**src/rtl/core/tcpoit_pkg.sv**
```systemverilog
// Package for the TCP out-of-order interval tracker.
// Holds command and outcome codes and the configuration register indexes.
// No dependencies.
package tcpoit_pkg;

  typedef enum logic [1:0] {
    CMD_PROCESS  = 2'd0,
    CMD_ESTIMATE = 2'd1,
    CMD_CLEAR    = 2'd2,
    CMD_RSVD     = 2'd3
  } cmd_t;

  typedef enum logic [2:0] {
    OUT_SYN      = 3'd0,
    OUT_INORDER  = 3'd1,
    OUT_BEYOND   = 3'd2,
    OUT_DUP      = 3'd3,
    OUT_OOO      = 3'd4,
    OUT_FULL     = 3'd5,
    OUT_CLEARED  = 3'd6
  } outcome_t;

  localparam logic [1:0] REG_WINDOW   = 2'd0;
  localparam logic [1:0] REG_COST_BASE = 2'd1;
  localparam logic [1:0] REG_COST_STEP = 2'd2;

  localparam logic [21:0] COST_MAX = 22'h3FFFFF;

endpackage

```
**src/rtl/core/tcpoit_in_if.sv**
```systemverilog
// Input channel interface of the interval tracker.
// Depends on nothing beyond the package widths.
interface tcpoit_in_if;
  logic        valid;
  logic        ready;
  logic [1:0]  cmd;
  logic        syn;
  logic [31:0] seq_start;
  logic [31:0] seq_end;
  modport source (output valid, cmd, syn, seq_start, seq_end, input ready);
  modport sink (input valid, cmd, syn, seq_start, seq_end, output ready);
endinterface

```
**src/rtl/core/tcpoit_out_if.sv**
```systemverilog
// Result channel interface of the interval tracker.
// Depends on nothing beyond the package widths.
interface tcpoit_out_if;
  logic        valid;
  logic        ready;
  logic [2:0]  outcome;
  logic        cost_valid;
  logic [21:0] service_cost;
  logic [31:0] expected_seq;
  logic [4:0]  held_count;
  modport source (output valid, outcome, cost_valid, service_cost, expected_seq, held_count,
                  input ready);
  modport sink (input valid, outcome, cost_valid, service_cost, expected_seq, held_count,
                output ready);
endinterface

```
**src/rtl/core/tcp_ooo_interval_tracker_core.sv**
```systemverilog
// Top level of the TCP out-of-order interval tracker.
// Depends on tcpoit_pkg, tcpoit_in_if, tcpoit_out_if and tcpoit_cost.
//
// Use: items enter on the in channel (cmd, syn, seq_start, seq_end) with a
// valid/ready handshake. Every item gives exactly one result on the out
// channel (outcome, cost_valid, service_cost, expected_seq, held_count).
// The held intervals live in one synchronous memory of start/end pairs with
// a registered read. The sequencer handles one item at a time, and every
// memory entry it visits takes a read state, then a use state. A clear or a
// segment that is not out of order goes from the class state straight to
// the output state; an estimate passes through the cost state first. An
// out-of-order segment walks the list forward, walks back over the entries
// it may swallow, moves the tail, inserts, releases contiguous entries and
// closes the gap. The sequencer returns to idle, and the next item is
// accepted only in the idle state.
// The result sits in an output register until taken. While the receiver
// stalls, one more item is accepted and processed, and its result waits in
// the sequencer with in_ready low until the register is free.
// A synchronous active-low reset restores the register defaults and clears
// the expected number, the count and the output; memory contents are not
// cleared since only entries below the count are read. Configuration must
// be written over the APB port while no item is in flight; not enforced.
module tcp_ooo_interval_tracker_core #(
  parameter int MAX_INTERVALS = 16
) (
  input  logic        clk,
  input  logic        rst_n,
  tcpoit_in_if.sink   in_ch,
  tcpoit_out_if.source out_ch,
  input  logic        cfg_psel,
  input  logic        cfg_penable,
  input  logic        cfg_pwrite,
  input  logic [3:0]  cfg_paddr,
  input  logic [31:0] cfg_pwdata,
  output logic [31:0] cfg_prdata,
  output logic        cfg_pready
);
  localparam int AW = (MAX_INTERVALS > 1) ? $clog2(MAX_INTERVALS) : 1;
  localparam int CW = $clog2(MAX_INTERVALS + 1);
  localparam int TW = $clog2(2 * MAX_INTERVALS + 2);
  localparam logic [CW-1:0] MAXC = CW'(MAX_INTERVALS);

  typedef enum logic [4:0] {
    S_IDLE, S_CLASS, S_FRD, S_FCHK, S_BRD, S_BCHK, S_DECIDE, S_URD, S_UWR,
    S_DRD, S_DWR, S_INS, S_RRD, S_RCHK, S_CUT, S_COST, S_OUT
  } state_t;

  state_t state_r;
  logic [31:0] window_r;
  logic [15:0] cbase_r, cstep_r;
  logic [31:0] nexp_r;
  logic [CW-1:0] cnt_r;
  logic [1:0]  cmd_r;
  logic        syn_r;
  logic [31:0] s_r, e_r, first_r, last_r;
  logic [CW-1:0] pos_r, lo_r, idx_r, sh_r;
  logic        ins_r;
  logic [TW-1:0] trav_r;
  logic [2:0]  outc_r;
  logic        ovalid_r;
  logic [2:0]  res_outc_r;
  logic        res_cv_r;
  logic [21:0] res_cost_r;
  logic [31:0] res_exp_r;
  logic [4:0]  res_held_r;

  logic [31:0] mem_s [MAX_INTERVALS];
  logic [31:0] mem_e [MAX_INTERVALS];
  logic [31:0] rd_s, rd_e;
  logic        we;
  logic [AW-1:0] waddr, raddr;
  logic [31:0] wd_s, wd_e;
  logic [CW-1:0] rcnt;

  always_ff @(posedge clk) begin
    if (we) begin
      mem_s[waddr] <= wd_s;
      mem_e[waddr] <= wd_e;
    end
    rd_s <= mem_s[raddr];
    rd_e <= mem_e[raddr];
  end

  logic [21:0] cost;
  tcpoit_cost #(.CW(TW)) u_cost (
    .clk(clk), .base(cbase_r), .per_step(cstep_r), .steps(trav_r), .cost(cost));

  logic cfg_wr;
  assign cfg_pready = 1'b1;
  assign cfg_wr = cfg_psel && cfg_penable && cfg_pwrite;
  always_comb begin
    case (cfg_paddr[3:2])
      tcpoit_pkg::REG_WINDOW:    cfg_prdata = window_r;
      tcpoit_pkg::REG_COST_BASE: cfg_prdata = {16'd0, cbase_r};
      tcpoit_pkg::REG_COST_STEP: cfg_prdata = {16'd0, cstep_r};
      default:                   cfg_prdata = 32'd0;
    endcase
  end

  assign in_ch.ready = rst_n && (state_r == S_IDLE);
  assign out_ch.valid = ovalid_r;
  assign out_ch.outcome = res_outc_r;
  assign out_ch.cost_valid = res_cv_r;
  assign out_ch.service_cost = res_cost_r;
  assign out_ch.expected_seq = res_exp_r;
  assign out_ch.held_count = res_held_r;

  assign rcnt = pos_r - lo_r;

  logic [2:0] cls;
  logic [32:0] wsum;
  assign wsum = {1'b0, nexp_r} + {1'b0, window_r};
  always_comb begin
    if (syn_r || nexp_r == 32'd0) cls = tcpoit_pkg::OUT_SYN;
    else if (cnt_r == '0 && nexp_r >= s_r) cls = tcpoit_pkg::OUT_INORDER;
    else if ({1'b0, s_r} > wsum) cls = tcpoit_pkg::OUT_BEYOND;
    else if (nexp_r >= e_r) cls = tcpoit_pkg::OUT_DUP;
    else cls = tcpoit_pkg::OUT_OOO;
  end

  // Memory port control, decoded from state.
  always_comb begin
    we = 1'b0;
    waddr = idx_r[AW-1:0];
    wd_s = rd_s;
    wd_e = rd_e;
    raddr = idx_r[AW-1:0];
    case (state_r)
      S_UWR: begin
        we = 1'b1;
        waddr = AW'(idx_r + CW'(1));
      end
      S_DWR: begin
        we = 1'b1;
        waddr = AW'(idx_r - sh_r);
      end
      S_INS: begin
        we = 1'b1;
        waddr = lo_r[AW-1:0];
        wd_s = first_r;
        wd_e = last_r;
      end
      default: ;
    endcase
  end

  always_ff @(posedge clk) begin
    if (!rst_n) begin
      state_r <= S_IDLE;
      window_r <= 32'd65535;
      cbase_r <= 16'd0;
      cstep_r <= 16'd1;
      nexp_r <= 32'd0;
      cnt_r <= '0;
      ovalid_r <= 1'b0;
    end else begin
      if (cfg_wr) begin
        case (cfg_paddr[3:2])
          tcpoit_pkg::REG_WINDOW:    window_r <= cfg_pwdata;
          tcpoit_pkg::REG_COST_BASE: cbase_r <= cfg_pwdata[15:0];
          tcpoit_pkg::REG_COST_STEP: cstep_r <= cfg_pwdata[15:0];
          default: ;
        endcase
      end
      if (state_r == S_OUT && (!ovalid_r || out_ch.ready)) begin
        ovalid_r <= 1'b1;
        res_outc_r <= outc_r;
        res_cv_r <= (outc_r == tcpoit_pkg::OUT_OOO);
        res_cost_r <= (outc_r == tcpoit_pkg::OUT_OOO) ? cost : 22'd0;
        res_exp_r <= nexp_r;
        res_held_r <= 5'(cnt_r);
      end else if (out_ch.ready) begin
        ovalid_r <= 1'b0;
      end
      case (state_r)
        S_IDLE: begin
          if (in_ch.valid) begin
            cmd_r <= in_ch.cmd;
            syn_r <= in_ch.syn;
            s_r <= in_ch.seq_start;
            e_r <= in_ch.seq_end;
            state_r <= S_CLASS;
          end
        end
        S_CLASS: begin
          if (cmd_r == tcpoit_pkg::CMD_CLEAR) begin
            nexp_r <= 32'd0;
            cnt_r <= '0;
            outc_r <= tcpoit_pkg::OUT_CLEARED;
            state_r <= S_OUT;
          end else if (cmd_r != tcpoit_pkg::CMD_PROCESS) begin
            outc_r <= cls;
            trav_r <= TW'(cnt_r);
            state_r <= S_COST;
          end else begin
            outc_r <= cls;
            case (cls)
              tcpoit_pkg::OUT_SYN: begin
                if (cnt_r == '0) nexp_r <= e_r;
                state_r <= S_OUT;
              end
              tcpoit_pkg::OUT_INORDER: begin
                if (e_r > nexp_r) nexp_r <= e_r;
                state_r <= S_OUT;
              end
              tcpoit_pkg::OUT_OOO: begin
                pos_r <= '0;
                lo_r <= '0;
                idx_r <= '0;
                trav_r <= '0;
                first_r <= (s_r > nexp_r) ? s_r : nexp_r;
                last_r <= e_r;
                state_r <= (cnt_r == '0) ? S_DECIDE : S_FRD;
              end
              default: state_r <= S_OUT;
            endcase
          end
        end
        S_FRD: state_r <= S_FCHK;
        S_FCHK: begin
          trav_r <= trav_r + TW'(1);
          if (e_r <= rd_e) begin
            if (rd_s < e_r) last_r <= rd_s;
            if (idx_r == '0) state_r <= S_DECIDE;
            else begin
              idx_r <= idx_r - CW'(1);
              state_r <= S_BRD;
            end
          end else if (idx_r + CW'(1) == cnt_r) begin
            pos_r <= cnt_r;
            state_r <= S_BRD;
          end else begin
            pos_r <= idx_r + CW'(1);
            idx_r <= idx_r + CW'(1);
            state_r <= S_FRD;
          end
        end
        S_BRD: state_r <= S_BCHK;
        S_BCHK: begin
          if (rd_s >= first_r) begin
            if (idx_r != '0) begin
              idx_r <= idx_r - CW'(1);
              state_r <= S_BRD;
            end else begin
              lo_r <= idx_r;
              state_r <= S_DECIDE;
            end
          end else begin
            lo_r <= idx_r + CW'(1);
            if (rd_e > first_r) first_r <= rd_e;
            state_r <= S_DECIDE;
          end
        end
        S_DECIDE: begin
          if (last_r > first_r) begin
            if (cnt_r - rcnt >= MAXC) begin
              outc_r <= tcpoit_pkg::OUT_FULL;
              state_r <= S_OUT;
            end else if (rcnt == '0) begin
              if (pos_r == cnt_r) state_r <= S_INS;
              else begin
                idx_r <= cnt_r - CW'(1);
                state_r <= S_URD;
              end
            end else if (rcnt == CW'(1)) begin
              state_r <= S_INS;
            end else begin
              sh_r <= rcnt - CW'(1);
              ins_r <= 1'b1;
              idx_r <= pos_r;
              state_r <= (pos_r == cnt_r) ? S_INS : S_DRD;
            end
          end else if (rcnt == '0) begin
            state_r <= S_COST;
          end else begin
            sh_r <= rcnt;
            ins_r <= 1'b0;
            idx_r <= pos_r;
            state_r <= (pos_r == cnt_r) ? S_CUT : S_DRD;
          end
        end
        S_URD: state_r <= S_UWR;
        S_UWR: begin
          if (idx_r == pos_r) state_r <= S_INS;
          else begin
            idx_r <= idx_r - CW'(1);
            state_r <= S_URD;
          end
        end
        S_DRD: state_r <= S_DWR;
        S_DWR: begin
          if (idx_r + CW'(1) == cnt_r) state_r <= ins_r ? S_INS : S_CUT;
          else begin
            idx_r <= idx_r + CW'(1);
            state_r <= S_DRD;
          end
        end
        S_INS: begin
          cnt_r <= cnt_r - rcnt + CW'(1);
          idx_r <= '0;
          state_r <= S_RRD;
        end
        S_RRD: state_r <= S_RCHK;
        S_RCHK: begin
          if (idx_r != cnt_r && nexp_r == rd_s) begin
            nexp_r <= rd_e;
            trav_r <= trav_r + TW'(1);
            idx_r <= idx_r + CW'(1);
            state_r <= S_RRD;
          end else if (idx_r == '0) begin
            state_r <= S_COST;
          end else begin
            sh_r <= idx_r;
            ins_r <= 1'b0;
            state_r <= (idx_r == cnt_r) ? S_CUT : S_DRD;
          end
        end
        S_CUT: begin
          cnt_r <= cnt_r - sh_r;
          state_r <= S_COST;
        end
        S_COST: state_r <= S_OUT;
        S_OUT: begin
          if (!ovalid_r || out_ch.ready) state_r <= S_IDLE;
        end
        default: state_r <= S_IDLE;
      endcase
    end
  end

  ap_cnt_bound: assert property (@(posedge clk) disable iff (!rst_n) cnt_r <= MAXC)
    else $error("held count above capacity");
  ap_cv: assert property (@(posedge clk) disable iff (!rst_n)
    out_ch.valid && out_ch.cost_valid |-> out_ch.outcome == tcpoit_pkg::OUT_OOO)
    else $error("cost valid on wrong outcome");
  ap_busy: assert property (@(posedge clk) disable iff (!rst_n)
    in_ch.valid && in_ch.ready |=> !in_ch.ready)
    else $error("accepted during work");
endmodule

```
**src/rtl/core/tcpoit_cost.sv**
```systemverilog
// Cost unit: saturating cost_base + cost_per_step * steps, one registered stage.
// Depends on tcpoit_pkg.
module tcpoit_cost #(
  parameter int CW = 9
) (
  input  logic          clk,
  input  logic [15:0]   base,
  input  logic [15:0]   per_step,
  input  logic [CW-1:0] steps,
  output logic [21:0]   cost
);
  logic [31:0] prod_r;
  logic [32:0] sum;

  always_ff @(posedge clk) begin
    prod_r <= 32'(per_step) * 32'(steps);
  end

  assign sum  = {1'b0, prod_r} + 33'(base);
  assign cost = (sum > 33'(tcpoit_pkg::COST_MAX)) ? tcpoit_pkg::COST_MAX : sum[21:0];
endmodule
```
**src/flat_wrapper.sv**
```systemverilog
// flat-port wrapper written by rule: the top's interface ports become plain ports
module tcp_ooo_interval_tracker_core_flat 
#(
  parameter int MAX_INTERVALS = 16
)
  (clk, rst_n, cfg_psel, cfg_penable, cfg_pwrite, cfg_paddr, cfg_pwdata, cfg_prdata, cfg_pready, in_ch_valid, in_ch_cmd, in_ch_syn, in_ch_seq_start, in_ch_seq_end, in_ch_ready, out_ch_valid, out_ch_outcome, out_ch_cost_valid, out_ch_service_cost, out_ch_expected_seq, out_ch_held_count, out_ch_ready);
  tcpoit_in_if in_ch_i ();
  tcpoit_out_if out_ch_i ();
  input  logic clk;
  input  logic rst_n;
  input  logic cfg_psel;
  input  logic cfg_penable;
  input  logic cfg_pwrite;
  input  logic [3:0] cfg_paddr;
  input  logic [31:0] cfg_pwdata;
  output logic [31:0] cfg_prdata;
  output logic cfg_pready;
  input wire logic [$bits(in_ch_i.valid)-1:0] in_ch_valid;
  input wire logic [$bits(in_ch_i.cmd)-1:0] in_ch_cmd;
  input wire logic [$bits(in_ch_i.syn)-1:0] in_ch_syn;
  input wire logic [$bits(in_ch_i.seq_start)-1:0] in_ch_seq_start;
  input wire logic [$bits(in_ch_i.seq_end)-1:0] in_ch_seq_end;
  output wire logic [$bits(in_ch_i.ready)-1:0] in_ch_ready;
  output wire logic [$bits(out_ch_i.valid)-1:0] out_ch_valid;
  output wire logic [$bits(out_ch_i.outcome)-1:0] out_ch_outcome;
  output wire logic [$bits(out_ch_i.cost_valid)-1:0] out_ch_cost_valid;
  output wire logic [$bits(out_ch_i.service_cost)-1:0] out_ch_service_cost;
  output wire logic [$bits(out_ch_i.expected_seq)-1:0] out_ch_expected_seq;
  output wire logic [$bits(out_ch_i.held_count)-1:0] out_ch_held_count;
  input wire logic [$bits(out_ch_i.ready)-1:0] out_ch_ready;
  assign in_ch_i.valid = in_ch_valid;
  assign in_ch_i.cmd = in_ch_cmd;
  assign in_ch_i.syn = in_ch_syn;
  assign in_ch_i.seq_start = in_ch_seq_start;
  assign in_ch_i.seq_end = in_ch_seq_end;
  assign in_ch_ready = in_ch_i.ready;
  assign out_ch_valid = out_ch_i.valid;
  assign out_ch_outcome = out_ch_i.outcome;
  assign out_ch_cost_valid = out_ch_i.cost_valid;
  assign out_ch_service_cost = out_ch_i.service_cost;
  assign out_ch_expected_seq = out_ch_i.expected_seq;
  assign out_ch_held_count = out_ch_i.held_count;
  assign out_ch_i.ready = out_ch_ready;
  tcp_ooo_interval_tracker_core #(.MAX_INTERVALS(MAX_INTERVALS)) u_core (.clk(clk), .rst_n(rst_n), .in_ch(in_ch_i), .out_ch(out_ch_i), .cfg_psel(cfg_psel), .cfg_penable(cfg_penable), .cfg_pwrite(cfg_pwrite), .cfg_paddr(cfg_paddr), .cfg_pwdata(cfg_pwdata), .cfg_prdata(cfg_prdata), .cfg_pready(cfg_pready));
endmodule
```
**config.mk**
```make
export PLATFORM = sky130hd
export DESIGN_NAME = tcp_ooo_interval_tracker_core_flat
export DESIGN_NICKNAME = d
export VERILOG_FILES = /design/src/rtl/core/tcpoit_pkg.sv /design/src/rtl/core/tcpoit_in_if.sv /design/src/rtl/core/tcpoit_out_if.sv /design/src/rtl/core/tcp_ooo_interval_tracker_core.sv /design/src/rtl/core/tcpoit_cost.sv /design/src/flat_wrapper.sv
export SDC_FILE = /design/constraint.sdc
export NUM_CORES = 2
export LEC_CHECK = 0
export ABC_CLOCK_PERIOD_IN_PS = 9750
export BUFFER_PORTS_ARGS = -buffer_cell sky130_fd_sc_hd__buf_2
export CORE_ASPECT_RATIO = 1.75
export CORE_UTILIZATION = 40
export DETAILED_ROUTE_END_ITERATION = 12
export GPL_TIMING_DRIVEN = 0
export PLACE_DENSITY_LB_ADDON = 0.25
export SYNTH_ARGS = -nofsm -noshare
export SYNTH_HDL_FRONTEND = slang
export SYNTH_HIERARCHICAL = 1
export SYNTH_SLANG_ARGS = --single-unit
```
**constraint.sdc**
```tcl
create_clock -name clk -period 9.75 [get_ports clk]
set_input_delay 0.4875 -clock clk [delete_from_list [all_inputs] [get_ports clk]]
set_output_delay 0.4875 -clock clk [all_outputs]
set_load 0.02 [all_outputs]
```
==> flow_metrics.tcl <==
set metrics [dict create \
    synthXorXnorAreaFrac_pct 1.79 \
    fmaxAchievable_mhz 135 \
    detail_route.wl_per_cell_um 28.9 \
    fillCellCount 14700 \
    antenna_found_initial 4 \
    final-setup-viol-count 0 \
    worstPathArrival_ns 7.89 \
    grt_first_pass_wirelength_um 303000 \
    postSynthAreaPerCell_um2 14.8 \
    place.gp.congestion 0.970 \
    max-vdd-ir-drop_mv 0.111 \
    maxSlewViolCount 0 \
    tritoncts_buffers 138 \
    viasPerCell 5.70 \
    synth_top_cells_by_area "sky130_fd_sc_hd__edfxtp_1 55%, sky130_fd_sc_hd__mux4_2 11%, sky130_fd_sc_hd__ha_1 6.5%, sky130_fd_sc_hd__dfxtp_1 5.7%, sky130_fd_sc_hd__nand2_1 2.0%" \
    status "complete, but fails checks" \
    critPathKind "flop to flop" \
    period_needed_ns 7.43 \
    synth_edf_count 1248 \
    finalCoreUtilization_pct 46.5 \
    detailed_place.area_um2 73300 \
    synth_fa_ha_area_share_pct 8.39 \
    tritoncts "yes" \
    area_growth_syn_to_layout_pct 15.6 \
    ys_ff_latch 1441 \
    drt_iter0_markers 3414 \
    synth.largest_area_cell "sky130_fd_sc_hd__edfxtp_1" \
    cp.required_ns 10.21 \
    clk_transition_reported_paths_ns 0.07 \
    grt.overflow.total 0 \
    fp.dieArea_um2 172000 \
    cp-end-kind "flop" \
    synthesized_net_count 5117 \
    min_path_type "input pin to flop" \
    multi_input_area_um2 25100 \
    detailed_routing_iteration_count_for_the_pre_antenna_repair_pass 6 \
    rsz0062_at_grt "false" \
    nNetsFinal 5632 \
    fin_skew_ns 0.0398 \
    num_vias 42300 \
    synth.distinct_cells 90 \
    finalHoldViolCount 0 \
    main_combinational_cell_family_by_area_after_synthesis "multiplexers" \
    setup.worst_path.start_class "flop" \
    postSynthCellCount 4588 \
    synth-seq-area-share_pct 60.7 \
    grt_start_max_net_pins 63 \
    die_w_um 314 \
    finalCritPeriodShare_pct 76.2 \
    cts.sink_count 1441 \
    post-synth-top-count-cell "sky130_fd_sc_hd__edfxtp_1" \
    cts_setup_buffers 0 \
    synth_simple_gate_area_share_pct 6.77 \
    post_synth_most_frequent_cells "1248 x sky130_fd_sc_hd__edfxtp_1, 366 x sky130_fd_sc_hd__nand2_1, 356 x sky130_fd_sc_hd__ha_1, 320 x sky130_fd_sc_hd__mux4_2, 276 x sky130_fd_sc_hd__inv_1" \
    first_global_vias 43600 \
    yosysWarningCount 6 \
    most_common_flop_cell_mapped_by_yosys "sky130_fd_sc_hd__edfxtp_1" \
    placementRows 200 \
    cellPowerDensity_nw_per_um2 256 \
    start_util_pct 40.2 \
    muxShareOfSynthArea_pct 12.0 \
    synth_compound_gate_area_share_pct 7.71 \
    fp.dieH_um 548 \
    slew-limit-headroom_pct 0.459 \
    netlist.area_leader.share_pct 55.0 \
    share_of_final_layout_standard_cells_stronger_than_drive_strength_1_pct 18.2 \
    root_buffer_selected_by_cts "sky130_fd_sc_hd__clkbuf_16" \
    post_synth_instance_area_um2 68100 \
    total_leakage_power_uw 0.0284 \
    failing_checks "max-capacitance violations" \
    hold_ws_ns 0.0636 \
    core-area_um2 169000 \
    clock_path_buffers 4 \
    drcViolationCount 0 \
    num_io_pins 208 \
    finish.instance_area_um2 78800 \
    cap_violations 1 \
    crit_fanout 17 \
    regArea_um2 41300 \
    worst-slew-pin-transition_ns 1.49 \
    routed_wl_um 214000 \
    detailedPlacementHpwl_um 162000 \
    cts_htree_levels 4 \
    clock_latency_ns 0.79 \
    grt_util_all_layers_pct 24.7 \
    port-buffer-count 203 \
    asyncSetResetFlopFracSynth_pct 0 \
    ant_nets_after_route 0 \
]
area by class of cell:
| class | instances | area share, % |
|---|---|---|
| sequential | 1441 | 52.5 |
| multi-input combinational | 2680 | 31.9 |
| clock buffer | 174 | 4.77 |
| timing repair buffer | 375 | 4.12 |
| tap | 2222 | 3.53 |
| inverter | 278 | 1.32 |
| buffer | 189 | 0.987 |
| clock inverter | 64 | 0.864 |
| antenna | 4 | 0.0127 |
through the flow:
| step | setup TNS [ns] | worst slack (ns) | std cells | power (µW) |
|---|---|---|---|---|
| 3_3_place_gp | -2551.55 | -2.86 | 7013 | 14600 |
| 3_5_place_dp | 0 | 2.40 | 7086 | 14800 |
| 5_1_grt | 0 | 2.10 | 7424 | 21000 |
| 4_1_cts | 0 | 2.36 | 7422 | 20300 |
| 2_1_floorplan | 0 | 2.83 | 4588 | 12300 |
| 6_report | 0 | 2.32 | 7427 | 20200 |
repair_timing:
| action | in CTS | in global routing |
|---|---|---|
| hold endpoints to repair | 121 | 0 |
| resized for setup | 0 | 0 |
| hold buffers | 98 | 0 |
registers in the layout, indices dropped and copies added, names as in the netlist, 6 cells and up:
signal and flops:
u_core/cbase_r 16, u_core/cstep_r 16, u_core/e_r 32, u_core/first_r 32
u_core/last_r 32, u_core/mem_e 512, u_core/mem_s 512, u_core/nexp_r 32
u_core/out_ch.expected_seq 32, u_core/out_ch.service_cost 22, u_core/rd_e 32, u_core/rd_s 32
u_core/s_r 32, u_core/trav_r 6, u_core/u_cost/prod_r 22, u_core/window_r 32
metal layers:
| layer | part of all wire (%) | vias to the layer above | track usage, % |
|---|---|---|---|
| li1 | - | 18700 | - |
| met1 | 34 | 21700 | 26.0 |
| met2 | 53 | 1455 | 46.2 |
| met3 | 4.5 | 455 | 2.38 |
| met4 | 7.9 | 2 | 16.7 |
| met5 | 0.0051 | - | 0 |
where the power goes:
group	internal, µW	switching (µW)	total [µW]	leakage [µW]
Sequential	7920	656	8570	0.0129
Combinational	2310	3860	6170	0.0134
Clock	3080	2360	5450	0.00218
Total	13300	6880	20200	0.0284
worst paths after layout:
check	from	endpoint	slack, ns	cells after the start
hold reg to reg	u_core/cnt_r[4]	u_core/out_ch.held_count[4]	0.43	0
hold / removal	cfg_pwdata[21]	u_core/window_r[21]	0.06	3
setup reg to reg	u_core/nexp_r[0]	u_core/last_r[2]	2.32	22
setup / recovery	u_core/nexp_r[0]	u_core/last_r[2]	2.32	22
kinds of logic (layout without fill, tap and decap cells):
| family | Yosys count | in the layout |
|---|---|---|
| other | 1 | 5 |
| AOI/OAI and AO/OA | 771 | 771 |
| adders and majority gates | 419 | 419 |
| and+or+nand+nor | 940 | 940 |
| DFF | 1441 | 1441 |
| buffers and inverters | 467 | 1080 |
| xor gates and xnor gates | 138 | 138 |
| muxes | 411 | 411 |
cell usage in the layout (no fill, tap or decap), drive strengths merged, types with 12 or more instances in the layout:
cell / n
nand2b: 24
bufinv: 13
nor2b: 28
o211a: 35
fa: 63
edfxtp: 1248
dlygate4sd3: 98
mux2i: 52
nor4: 21
o31ai: 13
nor2: 111
a21o: 75
o211ai: 52
nand4: 63
mux4: 320
a21oi: 171
nand3: 102
o21bai: 12
mux2: 39
xor2: 59
a21boi: 55
inv: 282
o21ai: 215
xnor2: 79
nor3: 36
dfxtp: 193
a211oi: 23
nand2: 366
clkinv: 44
clkbuf: 305
and2: 135
buf: 335
ha: 356
o21a: 29
worst max-delay path: stages (launching register included):
cell	delay, ns
sky130_fd_sc_hd__dfxtp_1	0.53
sky130_fd_sc_hd__ha_1	0.35
sky130_fd_sc_hd__fa_1	0.44
sky130_fd_sc_hd__a211oi_1	0.34
sky130_fd_sc_hd__o211ai_1	0.23
sky130_fd_sc_hd__a21oi_1	0.49
sky130_fd_sc_hd__a21o_1	0.29
sky130_fd_sc_hd__a21oi_1	0.10
sky130_fd_sc_hd__o21ai_0	0.37
sky130_fd_sc_hd__o2bb2ai_1	0.27
sky130_fd_sc_hd__o31ai_1	0.14
sky130_fd_sc_hd__xnor2_1	0.15
sky130_fd_sc_hd__ha_1	0.33
sky130_fd_sc_hd__nand4_1	0.10
sky130_fd_sc_hd__nor2_1	0.24
sky130_fd_sc_hd__nand3_1	0.34
sky130_fd_sc_hd__o21a_1	0.29
sky130_fd_sc_hd__o211a_1	0.11
sky130_fd_sc_hd__o211ai_1	0.27
sky130_fd_sc_hd__nand3_2	0.21
sky130_fd_sc_hd__o21a_1	0.35
sky130_fd_sc_hd__a211oi_4	0.85
sky130_fd_sc_hd__buf_8	0.28
(Power assumes the default switching activity.)
